==> src/rtl/core/ltur_pkg.sv <==
// Package for the link table: slot geometry, op and status codes, roles,
// and the command/status bundles between controller and datapath.
// No dependencies.
package ltur_pkg;

   localparam int SLOTS = 4;
   localparam int SLOT_IDX_W = (SLOTS > 1) ? $clog2(SLOTS) : 1;
   localparam int HANDLE_W = 16;

   localparam logic [HANDLE_W-1:0] INVALID_HANDLE = 16'hFFFF;
   localparam logic [SLOT_IDX_W-1:0] LAST_SLOT = SLOT_IDX_W'(SLOTS - 1);

   localparam logic [2:0] OP_CONNECT    = 3'd0;
   localparam logic [2:0] OP_DISCONNECT = 3'd1;
   localparam logic [2:0] OP_SET_SEC    = 3'd2;
   localparam logic [2:0] OP_QUERY      = 3'd3;
   localparam logic [2:0] OP_ASSIGN     = 3'd4;

   localparam logic [2:0] ST_OK    = 3'd0;
   localparam logic [2:0] ST_ARG   = 3'd1;
   localparam logic [2:0] ST_STATE = 3'd2;
   localparam logic [2:0] ST_FULL  = 3'd3;
   localparam logic [2:0] ST_VETO  = 3'd4;

   localparam logic [1:0] ROLE_NONE    = 2'd0;
   localparam logic [1:0] ROLE_PHONE   = 2'd1;
   localparam logic [1:0] ROLE_GLASSES = 2'd2;
   localparam logic [1:0] ROLE_BAD     = 2'd3;

   typedef struct packed {
      logic load;
      logic scan_init;
      logic scan_step;
      logic exec;
      logic respond;
   } ltur_cmd_type;

   typedef struct packed {
      logic scan_last;
   } ltur_stat_type;

endpackage

==> src/rtl/core/link_table_with_unique_roles_top.sv <==
// Link table top level: a transaction is accepted when start is high and busy low.
// After acceptance the controller runs two one-slot-per-cycle scans, one execute and one response;
// the result strobe rsp_valid is registered from the response state. A new transaction is taken only
// from idle, and busy drops in the cycle the result is shown.
// The receiver cannot stall; each result is shown for one cycle.
// Synchronous active-high reset empties the table and clears veto_enabled.
module link_table_with_unique_roles_top
   import ltur_pkg::*;
(
   input  logic                clock,
   input  logic                reset,
   input  logic                start,
   output logic                busy,
   input  logic [2:0]          req_op,
   input  logic [HANDLE_W-1:0] req_handle,
   input  logic                req_want_encrypted,
   input  logic                req_want_bonded,
   input  logic                req_want_authorized,
   input  logic [1:0]          req_proposed_role,
   input  logic                req_veto,
   input  logic                csr_wr_en,
   input  logic                csr_wr_data,
   output logic                rsp_valid,
   output logic [2:0]          rsp_status,
   output logic                rsp_found,
   output logic [1:0]          rsp_role_out,
   output logic [2:0]          rsp_sec_bits,
   output logic                rsp_phone_taken,
   output logic                rsp_glasses_taken
);

   ltur_cmd_type  cmd;
   ltur_stat_type stat;

   ltur_ctrl u_ctrl (
      .clock     (clock),
      .reset     (reset),
      .start     (start),
      .busy      (busy),
      .rsp_valid (rsp_valid),
      .cmd       (cmd),
      .stat      (stat)
   );

   ltur_dp u_dp (
      .clock               (clock),
      .reset               (reset),
      .cmd                 (cmd),
      .stat                (stat),
      .req_op              (req_op),
      .req_handle          (req_handle),
      .req_want_encrypted  (req_want_encrypted),
      .req_want_bonded     (req_want_bonded),
      .req_want_authorized (req_want_authorized),
      .req_proposed_role   (req_proposed_role),
      .req_veto            (req_veto),
      .csr_wr_en           (csr_wr_en),
      .csr_wr_data         (csr_wr_data),
      .rsp_status          (rsp_status),
      .rsp_found           (rsp_found),
      .rsp_role_out        (rsp_role_out),
      .rsp_sec_bits        (rsp_sec_bits),
      .rsp_phone_taken     (rsp_phone_taken),
      .rsp_glasses_taken   (rsp_glasses_taken)
   );

endmodule

==> src/rtl/core/ltur_ctrl.sv <==
// Controller for the link table: sequences load, first scan, execute,
// second scan and response. Depends on ltur_pkg.
module ltur_ctrl
   import ltur_pkg::*;
(
   input  logic          clock,
   input  logic          reset,
   input  logic          start,
   output logic          busy,
   output logic          rsp_valid,
   output ltur_cmd_type  cmd,
   input  ltur_stat_type stat
);

   localparam logic [2:0] S_IDLE  = 3'd0;
   localparam logic [2:0] S_SCAN1 = 3'd1;
   localparam logic [2:0] S_EXEC  = 3'd2;
   localparam logic [2:0] S_SCAN2 = 3'd3;
   localparam logic [2:0] S_RESP  = 3'd4;

   logic [2:0] state_ff;
   logic [2:0] state_in;
   logic       rsp_valid_ff;
   logic       accept;

   assign busy      = (state_ff != S_IDLE);
   assign accept    = start && !busy;
   assign rsp_valid = rsp_valid_ff;

   always_comb begin
      state_in = state_ff;
      cmd      = '0;
      case (state_ff)
         S_IDLE: begin
            if (accept) begin
               cmd.load      = 1'b1;
               cmd.scan_init = 1'b1;
               state_in      = S_SCAN1;
            end
         end
         S_SCAN1: begin
            cmd.scan_step = 1'b1;
            if (stat.scan_last) begin
               state_in = S_EXEC;
            end
         end
         S_EXEC: begin
            cmd.exec      = 1'b1;
            cmd.scan_init = 1'b1;
            state_in      = S_SCAN2;
         end
         S_SCAN2: begin
            cmd.scan_step = 1'b1;
            if (stat.scan_last) begin
               state_in = S_RESP;
            end
         end
         S_RESP: begin
            cmd.respond = 1'b1;
            state_in    = S_IDLE;
         end
         default: begin
            state_in = S_IDLE;
         end
      endcase
   end

   always_ff @(posedge clock) begin
      if (reset) begin
         state_ff     <= S_IDLE;
         rsp_valid_ff <= 1'b0;
      end else begin
         state_ff     <= state_in;
         rsp_valid_ff <= (state_ff == S_RESP);
      end
   end

`ifndef SYNTHESIS
   a_resp_strobe: assert property (@(posedge clock) disable iff (reset)
      (state_ff == S_RESP) |=> (rsp_valid_ff && state_ff == S_IDLE))
      else $error("response strobe missing after response state");
   a_strobe_single: assert property (@(posedge clock) disable iff (reset)
      rsp_valid_ff |=> !rsp_valid_ff)
      else $error("response strobe longer than one cycle");
   a_accept_scan: assert property (@(posedge clock) disable iff (reset)
      accept |=> (state_ff == S_SCAN1 && busy))
      else $error("accepted transaction did not start scanning");
   a_exec_next: assert property (@(posedge clock) disable iff (reset)
      (state_ff == S_EXEC) |=> (state_ff == S_SCAN2))
      else $error("execute not followed by second scan");
`endif

endmodule

==> src/rtl/core/ltur_dp.sv <==
// Datapath for the link table: slot storage, request capture, slot scan
// accumulators, operation execution and response registers. Depends on ltur_pkg.
module ltur_dp
   import ltur_pkg::*;
(
   input  logic                clock,
   input  logic                reset,
   input  ltur_cmd_type        cmd,
   output ltur_stat_type       stat,
   input  logic [2:0]          req_op,
   input  logic [HANDLE_W-1:0] req_handle,
   input  logic                req_want_encrypted,
   input  logic                req_want_bonded,
   input  logic                req_want_authorized,
   input  logic [1:0]          req_proposed_role,
   input  logic                req_veto,
   input  logic                csr_wr_en,
   input  logic                csr_wr_data,
   output logic [2:0]          rsp_status,
   output logic                rsp_found,
   output logic [1:0]          rsp_role_out,
   output logic [2:0]          rsp_sec_bits,
   output logic                rsp_phone_taken,
   output logic                rsp_glasses_taken
);

   logic                  slot_active_ff [SLOTS];
   logic [HANDLE_W-1:0]   slot_handle_ff [SLOTS];
   logic [2:0]            slot_sec_ff    [SLOTS];
   logic [1:0]            slot_role_ff   [SLOTS];

   logic                  veto_en_ff;

   logic [2:0]            op_ff;
   logic [HANDLE_W-1:0]   handle_ff;
   logic                  enc_ff;
   logic                  bond_ff;
   logic                  auth_ff;
   logic [1:0]            prop_role_ff;
   logic                  veto_ff;

   logic [SLOT_IDX_W-1:0] idx_ff;
   logic                  match_ff;
   logic [SLOT_IDX_W-1:0] match_idx_ff;
   logic [1:0]            match_role_ff;
   logic [2:0]            match_sec_ff;
   logic                  free_ff;
   logic [SLOT_IDX_W-1:0] free_idx_ff;
   logic                  conflict_ff;
   logic                  phone_ff;
   logic                  glasses_ff;
   logic [2:0]            status_ff;
   logic [2:0]            status_in;

   logic                  cur_active;
   logic                  cur_hit;

   logic                  wr_active_en;
   logic                  wr_active_val;
   logic                  wr_handle_en;
   logic                  wr_sec_en;
   logic [2:0]            wr_sec_val;
   logic                  wr_role_en;
   logic [1:0]            wr_role_val;
   logic [SLOT_IDX_W-1:0] wr_idx;

   assign stat.scan_last = (idx_ff == LAST_SLOT);
   assign cur_active     = slot_active_ff[idx_ff];
   assign cur_hit        = cur_active && (slot_handle_ff[idx_ff] == handle_ff);

   always_ff @(posedge clock) begin
      if (reset) begin
         veto_en_ff <= 1'b0;
      end else if (csr_wr_en) begin
         veto_en_ff <= csr_wr_data;
      end
   end

   always_ff @(posedge clock) begin
      if (cmd.load) begin
         op_ff        <= req_op;
         handle_ff    <= req_handle;
         enc_ff       <= req_want_encrypted;
         bond_ff      <= req_want_bonded;
         auth_ff      <= req_want_authorized;
         prop_role_ff <= req_proposed_role;
         veto_ff      <= req_veto;
      end
   end

   always_ff @(posedge clock) begin
      if (cmd.scan_init) begin
         idx_ff      <= '0;
         match_ff    <= 1'b0;
         free_ff     <= 1'b0;
         conflict_ff <= 1'b0;
         phone_ff    <= 1'b0;
         glasses_ff  <= 1'b0;
      end else if (cmd.scan_step) begin
         idx_ff <= stat.scan_last ? '0 : idx_ff + 1'b1;
         if (cur_hit && !match_ff) begin
            match_ff      <= 1'b1;
            match_idx_ff  <= idx_ff;
            match_role_ff <= slot_role_ff[idx_ff];
            match_sec_ff  <= slot_sec_ff[idx_ff];
         end
         if (!cur_active && !free_ff) begin
            free_ff     <= 1'b1;
            free_idx_ff <= idx_ff;
         end
         if (cur_active && !cur_hit && slot_role_ff[idx_ff] == prop_role_ff) begin
            conflict_ff <= 1'b1;
         end
         if (cur_active && slot_role_ff[idx_ff] == ROLE_PHONE) begin
            phone_ff <= 1'b1;
         end
         if (cur_active && slot_role_ff[idx_ff] == ROLE_GLASSES) begin
            glasses_ff <= 1'b1;
         end
      end
   end

   always_comb begin
      status_in     = ST_OK;
      wr_active_en  = 1'b0;
      wr_active_val = 1'b0;
      wr_handle_en  = 1'b0;
      wr_sec_en     = 1'b0;
      wr_sec_val    = 3'd0;
      wr_role_en    = 1'b0;
      wr_role_val   = ROLE_NONE;
      wr_idx        = match_idx_ff;
      case (op_ff)
         OP_CONNECT: begin
            if (handle_ff == INVALID_HANDLE) begin
               status_in = ST_ARG;
            end else if (!match_ff) begin
               if (free_ff) begin
                  wr_idx        = free_idx_ff;
                  wr_active_en  = 1'b1;
                  wr_active_val = 1'b1;
                  wr_handle_en  = 1'b1;
                  wr_sec_en     = 1'b1;
                  wr_role_en    = 1'b1;
               end else begin
                  status_in = ST_FULL;
               end
            end
         end
         OP_DISCONNECT: begin
            if (match_ff) begin
               wr_active_en = 1'b1;
               wr_sec_en    = 1'b1;
               wr_role_en   = 1'b1;
            end
         end
         OP_SET_SEC: begin
            if (auth_ff && !(enc_ff && bond_ff)) begin
               status_in = ST_ARG;
            end else if (!match_ff) begin
               status_in = ST_STATE;
            end else begin
               wr_sec_en  = 1'b1;
               wr_sec_val = {auth_ff, bond_ff, enc_ff};
            end
         end
         OP_QUERY: begin
            status_in = ST_OK;
         end
         OP_ASSIGN: begin
            if (!match_ff) begin
               status_in = ST_STATE;
            end else if (prop_role_ff == ROLE_BAD) begin
               status_in = ST_ARG;
            end else if (match_role_ff == prop_role_ff) begin
               status_in = ST_OK;
            end else if (match_role_ff != ROLE_NONE || prop_role_ff == ROLE_NONE) begin
               status_in = ST_STATE;
            end else if (conflict_ff) begin
               status_in = ST_STATE;
            end else if (veto_en_ff && veto_ff) begin
               status_in = ST_VETO;
            end else begin
               wr_role_en  = 1'b1;
               wr_role_val = prop_role_ff;
            end
         end
         default: begin
            status_in = ST_ARG;
         end
      endcase
   end

   always_ff @(posedge clock) begin
      if (reset) begin
         for (int i = 0; i < SLOTS; i++) begin
            slot_active_ff[i] <= 1'b0;
         end
      end else if (cmd.exec && wr_active_en) begin
         slot_active_ff[wr_idx] <= wr_active_val;
      end
   end

   always_ff @(posedge clock) begin
      if (cmd.exec) begin
         status_ff <= status_in;
         if (wr_handle_en) begin
            slot_handle_ff[wr_idx] <= handle_ff;
         end
         if (wr_sec_en) begin
            slot_sec_ff[wr_idx] <= wr_sec_val;
         end
         if (wr_role_en) begin
            slot_role_ff[wr_idx] <= wr_role_val;
         end
      end
   end

   always_ff @(posedge clock) begin
      if (cmd.respond) begin
         rsp_status        <= status_ff;
         rsp_found         <= match_ff;
         rsp_role_out      <= match_ff ? match_role_ff : ROLE_NONE;
         rsp_sec_bits      <= match_ff ? match_sec_ff : 3'd0;
         rsp_phone_taken   <= phone_ff;
         rsp_glasses_taken <= glasses_ff;
      end
   end

endmodule

==> config.mk <==
export PLATFORM = sky130hd
export DESIGN_NAME = link_table_with_unique_roles_top
export DESIGN_NICKNAME = d
export VERILOG_FILES = /design/src/rtl/core/ltur_pkg.sv /design/src/rtl/core/link_table_with_unique_roles_top.sv /design/src/rtl/core/ltur_ctrl.sv /design/src/rtl/core/ltur_dp.sv
export SDC_FILE = /design/constraint.sdc
export NUM_CORES = 1
export LEC_CHECK = 0
export BUFFER_PORTS_ARGS = -buffer_cell sky130_fd_sc_hd__clkbuf_2
export CAP_MARGIN = 10
export CORE_ASPECT_RATIO = 0.8
export CORE_MARGIN = 4
export CORE_UTILIZATION = 50
export CTS_CLUSTER_SIZE = 24
export DETAILED_ROUTE_END_ITERATION = 16
export GPL_TIMING_DRIVEN = 0
export PLACE_DENSITY = 0.76
export SLEW_MARGIN = 20
export SYNTH_ARGS = -nofsm -noshare
export SYNTH_HDL_FRONTEND = slang
export SYNTH_HIERARCHICAL = 1
export SYNTH_SLANG_ARGS = --single-unit
==> constraint.sdc <==
create_clock -name clock -period 3.06 [get_ports clock]
set_clock_uncertainty 0.2 [all_clocks]
set_input_delay 0.306 -clock clock [delete_from_list [all_inputs] [get_ports clock]]
set_output_delay 0.306 -clock clock [all_outputs]
set_load 0.05 [all_outputs]
==> impl_metrics.py <==
metrics = {
    "status": {
        "status": "finished clean",
    },
    "timing": {
        "final-hold-violation-count": 0,
        "worst_pin_slew_ns": 0.992,
        "setup_tns_ns": 0,
        "max_freq_ghz": 0.343,
        "holdWs_ns": 0.0376,
        "worst_slack_ns": 0.147,
        "finalSetupViolCount": 0,
        "slew_violations": 0,
        "slew_headroom": 0.337,
        "min_period_ns": 2.91,
        "period_share": 0.952,
    },
    "worst_hold_path": {
        "hold_class": "input pin to register",
        "hold_end": "u_ctrl/state_ff[0]",
        "hold_start": "start",
        "min_path_cells": 3,
    },
    "floorplanning": {
        "pin_count": 43,
        "start_util": 0.515,
        "coreArea_mm2": 0.0116,
        "die-area_mm2": 0.0137,
        "num_rows": 35,
        "dieWidth_um": 130,
        "die_h_um": 106,
    },
    "power": {
        "power.share.combinational": 0.094,
        "seqPwrFrac": 0.478,
        "p_per_area_mw_per_mm2": 664,
        "pwr-share-clk": 0.428,
        "swShare": 0.206,
        "p_leak_nw": 2.48,
        "intPower_w": 0.00391,
        "p_sw_w": 0.00101,
        "ir_drop_v": 0.000477,
    },
    "route": {
        "drtAntennaViolNets": 0,
        "totalWireLength_mm": 11.0,
        "first_iter_violations": 292,
        "drc": 0,
        "dr_total_vias": 3284,
        "vias_per_cell": 5.54,
        "avgRoutedWirePerCell_um": 18.5,
        "dr.pass1.iters": 4,
    },
    "critical_path": {
        "reg2reg_to": "u_dp/slot_sec_ff[2][2]",
        "path_cells": "or4_1 > or2_1 > nor2_2 > mux2i_1 > nor2_1",
        "cpLargestDelayFamily": "simple AND/OR/NAND/NOR gates",
        "slowest_stage": "mux2i_1",
        "crit-reg2reg-launch": "u_dp/op_ff[0]",
        "worstSetupPathType": "register to register",
        "crit_required_ns": 2.97,
        "r2r_slack_ns": 0.15,
        "r2r_cells": 5,
        "cp-end-kind": "register",
        "crit_path_start": "u_dp/op_ff[0]",
        "critPathArrivalTime_ns": 2.83,
        "start_kind": "register",
        "slowest_delay_ns": 0.59,
        "crit_fanout": 8,
        "path_buf_inv": 0,
    },
    "clock_network": {
        "clkTransAtPathRegs_ns": 0.06,
        "clk_path_buf_depth": 2,
        "cts_inserted_buffers": 17,
        "clock_latency_ns": 0.42,
        "htreeDepth": 4,
        "cts_sinks": 150,
        "cts_tree": "yes",
        "clock-root-buffer": "clkbuf_16",
    },
    "final_layout": {
        "syn2layout_area_growth_pct": 24.7,
        "drive_gt1_frac": 0.229,
        "fillers": 809,
        "seqCellArea_mm2": 0.00436,
        "nets": 463,
        "antennaDiodeCount": 0,
        "final_cells": 593,
        "multiInputGateArea_mm2": 0.00157,
    },
    "synthesis": {
        "synth.distinct_cells": 46,
        "synth_edf_count": 136,
        "synthFlopType": "edfxtp_1",
        "ys_seq_area_frac": 0.733,
        "synthCells": 334,
        "synthArstFlopShare": 0,
        "syn-num-nets": 365,
        "yosys_warnings": 6,
        "avgSynthCellArea_um2": 17.8,
        "syn_area_mm2": 0.00595,
        "ys_ff_latch": 150,
    },
    "placed_design": {
        "dp_slack_ns": -0.325,
        "gp_congestion": 0.809,
        "numPortBuffers": 42,
        "hpwl_mm": 7.20,
        "dp.cells": 528,
    },
    "global_route": {
        "grt_pass1_wl_mm": 17.4,
        "grt_antenna_before_repair": 0,
        "grt_pass1_vias": 3339,
        "grt.total_usage": 0.172,
        "grt_max_degree": 26,
        "overflow": 0,
    },
    "job": {
        "cap_violations": 0,
    },
}
[layout by cell type, fill, tap and decap left out, types with 3 or more instances in the layout]
cell           Yosys  final
o21ai_0            5      5
nand2_1           11     11
edfxtp_1         136    136
mux4_2             6      6
bufinv_16          0      4
dfxtp_1           14     14
buf_8              0      3
nor3b_1            4      3
xnor2_1           16     16
inv_1              6      6
clkbuf_1           4      8
o21bai_1           6      6
nor3_1             8      8
dlygate4sd3_1      0     28
nand4_1            9      9
clkbuf_16          0     17
nor2_1            27     23
a21oi_1            4      4
nor2_4             0      5
buf_4              0      4
and2_1             8      8
a211oi_1           4      4
buf_12             1      3
clkbuf_2           0     42
mux4_1            16     16
mux2i_1            6      6
and3_1             3      3
nand3_1            3      3
nor2b_1            7      7
[routing by layer]
metal  wire (µm)  GRT usage  vias up
met3         672     0.0562       15
met4         163     0.0601        0
met2        5430      0.266      112
met5           0          0        -
met1        4710      0.231     1622
li1            -          -     1535
[synthesized netlist by cell type, types with 2 or more instances]
master | number | area share
or2_1 | 2 | 0.0021
nor2_2 | 2 | 0.0021
inv_1 | 6 | 0.0038
xnor2_1 | 16 | 0.024
nor2b_1 | 7 | 0.0074
nor3b_1 | 4 | 0.0050
buf_2 | 2 | 0.0017
edfxtp_1 | 136 | 0.69
o21ai_0 | 5 | 0.0042
a211oi_1 | 4 | 0.0050
and2_1 | 8 | 0.0084
o211ai_1 | 2 | 0.0025
clkbuf_1 | 4 | 0.0025
nand3_1 | 3 | 0.0025
buf_6 | 2 | 0.0038
a21oi_1 | 4 | 0.0034
xor2_1 | 2 | 0.0029
nand4_1 | 9 | 0.0095
dfxtp_1 | 14 | 0.047
nand2_1 | 11 | 0.0069
o21bai_1 | 6 | 0.0076
mux2i_1 | 6 | 0.010
and3_1 | 3 | 0.0032
nor2_1 | 27 | 0.017
nor3_1 | 8 | 0.0067
mux4_1 | 16 | 0.071
mux4_2 | 6 | 0.023
[what timing repair did]
item	4_1_cts	5_1_grt
endpoints found under the hold margin	27	0
setup endpoints to repair	33	65
resized for setup	4	4
pin swaps	0	3
setup buffers	0	5
hold buffers	28	0
[kinds of logic after synthesis]
kind of cell,share of synthesized area
compound gates,0.0332
buf+inv,0.0151
xor+xnor,0.0265
mux,0.105
simple gates,0.0845
flops,0.733
fa+ha+maj,0.00210
[through the flow]
| stage | cell area (µm²) | power [W] | util |
|---|---|---|---|
| final | 7420 | 0.00493 | 0.642 |
| after global routing | 7420 | 0.00512 | 0.642 |
| after CTS | 7330 | 0.00495 | 0.634 |
| after detailed placement | 6420 | 0.00282 | 0.555 |
| after global placement | 6350 | 0.00280 | 0.549 |
| after floorplan | 5950 | 0.00271 | - |
[registers in the layout (all words and copies together) (netlist names), 4 cells and up, named ones only]
name,flops
u_dp/slot_role_ff,8
u_dp/slot_sec_ff,12
u_dp/slot_active_ff,4
u_dp/handle_ff,16
u_dp/slot_handle_ff,64
[cell type report]
class	instances	area share
Sequential cell	150	0.588
Multi-Input combinational cell	169	0.211
Timing Repair Buffer	79	0.0816
Clock buffer	22	0.0612
Tap cell	148	0.0250
Clock inverter	10	0.0206
Buffer	9	0.00944
Inverter	6	0.00304
[power groups by stage]
stage	sequential (W)	clock (W)	combinational, W
global route	0.00236	0.00225	0.000501
CTS	0.00236	0.00214	0.000456
global placement	0.00239	0	0.000412
floorplan	0.00237	0	0.000333
detailed placement	0.00240	0	0.000422
finish	0.00236	0.00211	0.000462
[tightest hold or removal path, cell delays in order]
cell	delay (ns)
clkbuf_2	0.10
nor3_1	0.13
a211oi_1	0.06
[how the worst max path moves through the flow]
stage                                 end  slack (ns)  cells after the start
2_1_floorplan   u_dp/slot_handle_ff[2][0]        0.06                      5
3_3_place_gp    u_dp/slot_handle_ff[2][9]       -0.59                      5
3_5_place_dp   u_dp/slot_handle_ff[3][11]       -0.33                      5
4_1_cts        u_dp/slot_handle_ff[1][10]      -0.008                      6
5_1_grt            u_dp/slot_sec_ff[1][1]       -0.02                      5
6_report           u_dp/slot_sec_ff[2][2]        0.15                      5
(Power assumes the default switching activity.)
